==> config.mk <==
export PLATFORM = sky130hd
export DESIGN_NAME = ebfa_ram
export DESIGN_NICKNAME = d
export VERILOG_FILES = /design/src/sv/ebfa_ram.sv
export SDC_FILE = /design/constraint.sdc
export NUM_CORES = 1
export LEC_CHECK = 0
export BUFFER_PORTS_ARGS = -buffer_cell sky130_fd_sc_hd__buf_4
export CAP_MARGIN = 30
export CORE_ASPECT_RATIO = 1.75
export CORE_UTILIZATION = 38
export CTS_BUF_LIST = sky130_fd_sc_hd__clkbuf_16
export CTS_CLUSTER_DIAMETER = 100
export DETAILED_ROUTE_END_ITERATION = 7
export SYNTH_ARGS = -nofsm -noshare
export SYNTH_HDL_FRONTEND = slang
export SYNTH_SLANG_ARGS = --single-unit
==> constraint.sdc <==
create_clock -name clock -period 1.75 [get_ports clock]
set_clock_uncertainty 0.05 [all_clocks]
set_input_delay 0.35 -clock clock [delete_from_list [all_inputs] [get_ports clock]]
set_output_delay 0.35 -clock clock [all_outputs]
set_load 0.02 [all_outputs]
==> src/sv/ebfa_ram.sv <==
// Generic simple dual-port RAM: one write port, one read port, registered read.
// No dependencies.
module ebfa_ram #(
   parameter int WIDTH = 8,
   parameter int DEPTH = 16
) (
   input  logic                     clock,
   input  logic                     wr_en,
   input  logic [$clog2(DEPTH)-1:0] wr_addr,
   input  logic [WIDTH-1:0]         wr_data,
   input  logic [$clog2(DEPTH)-1:0] rd_addr,
   output logic [WIDTH-1:0]         rd_data
);
   logic [WIDTH-1:0] mem [DEPTH];
   logic [WIDTH-1:0] rd_data_ff;

   always_ff @(posedge clock) begin
      if (wr_en) begin
         mem[wr_addr] <= wr_data;
      end
      rd_data_ff <= mem[rd_addr];
   end

   assign rd_data = rd_data_ff;
endmodule
Word level (Yosys, flattened, before mapping)

Memories as Yosys holds them, arrays and structs flattened. A register that Yosys moved wholly into a read port is not among the register bits.
Index checks and enable logic that the tools add are counted.

Register bits after elaboration: 0
RAM bits: 128
Input bits: 18
Memories: 1

Mux-type cells: 2

Memories:

| name | depth | bits a word | read ports | clocked after memory_dff | wr ports | RTL line | RTL |
|---|---|---|---|---|---|---|---|
| mem  | 16    | 8           | 1          | 1                        | 1        | 14       | `logic [WIDTH-1:0] mem [DEPTH];` |

Operators by type and width:

| cell             | count |
|---|---|
| 2-to-1 mux 1 bit | 2 |

Longest topological paths before layout

Word-level depth: 2
Gate-level depth with buffers: 5

Worst setup path after synthesis

No wires, ideal clock.

Kind: input-to-reg
Start point: input port wr_addr[2]
End point: memory mem[0][0], enable pin
Arrival time: 1460 ps
Data required time: 1317 ps
Setup slack: -143 ps
Stages on the path: 2
Cell sequence: or3b_2 > nor3_1

RTL lines:

| item            | RTL line | RTL |
|---|---|---|
| start, declared | 9        | `input logic [$clog2(DEPTH)-1:0] wr_addr,` |
| end, declared   | 14       |  |

No word-level cell before the write port.

==> results_dict.tcl <==
set metrics [dict create \
    status "complete, no violations" \
    cp_max_fo 1 \
    layout-drive-gt1-share 0.328 \
    ctsHoldBuffers 0 \
    overflow 0 \
    rr_startpoint "mem[0][0]$_DFFE_PP_" \
    synth_top_area_cell "edfxtp_1" \
    critPathKind "reg2reg" \
    ff2ff_setup_slack_ns 0.36 \
    die_w_um 90.0 \
    cts_buffer_depth 2 \
    antenna_found_initial 0 \
    die_h_um 156 \
    dp.cells 444 \
    worstMarginPinSlew_ns 0.420 \
    drt_iter0_markers 187 \
    clock_sinks 136 \
    cts_setup_buffers 0 \
    cp-start-kind "flop" \
    num_antenna_cells 0 \
    syn_inst 229 \
    drcViolationCount 0 \
    power_density_mw_per_mm2 1130 \
    min_period_ns 1.39 \
    min_to "mem[3][7]$_DFFE_PP_" \
    htreeDepth 4 \
    root_buffer "clkbuf_16" \
    grt_pass1_wl_mm 14.9 \
    cap_violations 0 \
    fin_crit_sh 0.792 \
    finalWeightedCongestion 0.764 \
    leakagePower_uw 0.00216 \
    ys.flop_type "edfxtp_1" \
    timing.rr.end "rd_data[0]$_DFF_P_" \
    ioPinCount 26 \
    met1_length_mm 3.61 \
    start_util 0.394 \
    avgViaCountPerCell 5.10 \
    grt_pass1_vias 2573 \
    drt-total-wl_mm 9.80 \
    topRoutingLayerUsed "met4" \
    vias 2427 \
    cp.required_ns 1.99 \
    cp.arrival_ns 1.62 \
    track_usage 0.152 \
    portBuffers 25 \
    hold_class "in2reg" \
    ys_ff_latch 136 \
    place_hpwl_mm 6.78 \
    grt_max_degree 17 \
    synth-edff-count 128 \
    yosys_warnings 0 \
    coreArea_sq_mm 0.0131 \
    holdPathStages 1 \
    layout.nets 310 \
    slew_violations 0 \
    synth_top_area_share 0.747 \
    dieArea_sq_mm 0.0140 \
    ant_nets 0 \
    clk_pin_slew_ns 0.06 \
    setup_viol 0 \
    utilization 0.477 \
    cts_resized 0 \
    synth_cell_types 19 \
    drtPass1Iterations 4 \
    hold_path_startpoint "wr_data[7]" \
    rsz0062_at_grt "no" \
    reg2reg_depth 3 \
    synth-async-reset-ratio 0 \
    seq_area_frac_synth 0.778 \
    synth_area_per_cell_sq_um 22.5 \
    hold_viol_final 0 \
    ys_top_cells_by_area "edfxtp_1 (75%), mux4_2 (7.9%), mux4_1 (7.1%)" \
    yosysMostFrequentCell "edfxtp_1" \
    clk_latency_ns 0.41 \
    stdcell_count 476 \
    power_uw 7040 \
    cts_tree "yes" \
    relSlewSlack 0.720 \
    end_kind "flop" \
    synth_fp_nets 247 \
    wl_met2_mm 5.50 \
    cts_made_buffers 17 \
    hold_ws_ns 0.193 \
    peakVddDrop_mv 0.602 \
    area_delta_synth_final_pct 21.1 \
    rows 55 \
    route.met3.wl_um 506 \
    synth_area_sq_mm 0.00515 \
    fmax_ghz 0.721 \
    wl_per_cell_um 20.6 \
    synthTopCellsByCount "edfxtp_1 (128), mux4_2 (18), a22oi_1 (16)" \
    fin_tns_setup_ns 0 \
]
sequential cells by signal, summed over array words and instances (netlist names):
register,flops
rd_data,8
mem,128
cell families (layout without fill, tap and decap cells):
logic type | count (synthesis) | count (layout) | synth area share
and+or+nand+nor | 35 | 35 | 0.0318
AOI/OAI and AO/OA | 16 | 16 | 0.0233
DFF | 136 | 136 | 0.778
buffers and inverters | 10 | 86 | 0.0168
muxes | 32 | 32 | 0.150
how the worst max path moves through the flow:
| stage | startpoint | endpoint | cells past startpoint |
|---|---|---|---|
| CTS | mem[0][0]$_DFFE_PP_ | rd_data[0]$_DFF_P_ | 3 |
| detailed placement | rd_addr[0] | rd_data[0]$_DFF_P_ | 5 |
| global placement | rd_addr[0] | rd_data[2]$_DFF_P_ | 5 |
| floorplan | wr_addr[2] | mem[3][0]$_DFFE_PP_ | 2 |
| global route | mem[5][0]$_DFFE_PP_ | rd_data[0]$_DFF_P_ | 3 |
| finish | mem[0][0]$_DFFE_PP_ | rd_data[0]$_DFF_P_ | 3 |
final cells by class:
class / count / area (sq um)
clock inverter: 15 / 75.1
clock buffer: 17 / 425
fill: 1105 / 6840
timing repair buffer: 54 / 455
multi-input combinational: 83 / 1060
sequential: 136 / 4000
tap: 171 / 214
power by group:
part	internal [uW]	switching, uW	total (uW)
Combinational	185	215	399
Sequential	3640	21.1	3660
Clock	1750	1220	2970
Total	5580	1450	7040
metal layers:
| metal | up-vias | global-route usage |
|---|---|---|
| met5 | - | 0 |
| met3 | 16 | 0.0497 |
| met4 | 0 | 0.0730 |
| met2 | 80 | 0.281 |
| met1 | 1237 | 0.153 |
| li1 | 1094 | - |
worst max-delay path, cell delays in order, from the launching register on:
cell and delay (ns):
edfxtp_1 0.36, mux4_1 0.50, a22oi_1 0.23, nand2_1 0.12
cells in the final DEF (no fill, tap or decap):
master and n:
nand2b_1 2, and2_1 1, clkbuf_16 17, dfxtp_1 8, inv_1 4, edfxtp_1 128, and2b_1 1, nand3b_1 2
clkinv_1 2, mux4_1 14, buf_12 4, mux4_2 18, clkinv_2 7, nor2b_1 1, a22oi_1 16, clkinv_4 2
nor2_1 13, nand3_1 1, nor3_1 3, buf_4 50, or3b_2 1, nand2_1 9, nor3_2 1
stage by stage:
| step | setup slack (ns) | instance area [sq um] |
|---|---|---|
| after detailed placement | -0.0210 | 5740 |
| after floorplan | 0.0839 | 5150 |
| after global routing | 0.277 | 6240 |
| final | 0.364 | 6240 |
| after global placement | -0.00885 | 5740 |
| after CTS | 0.364 | 6240 |
Note: power is estimated with default switching activity, not from simulation.
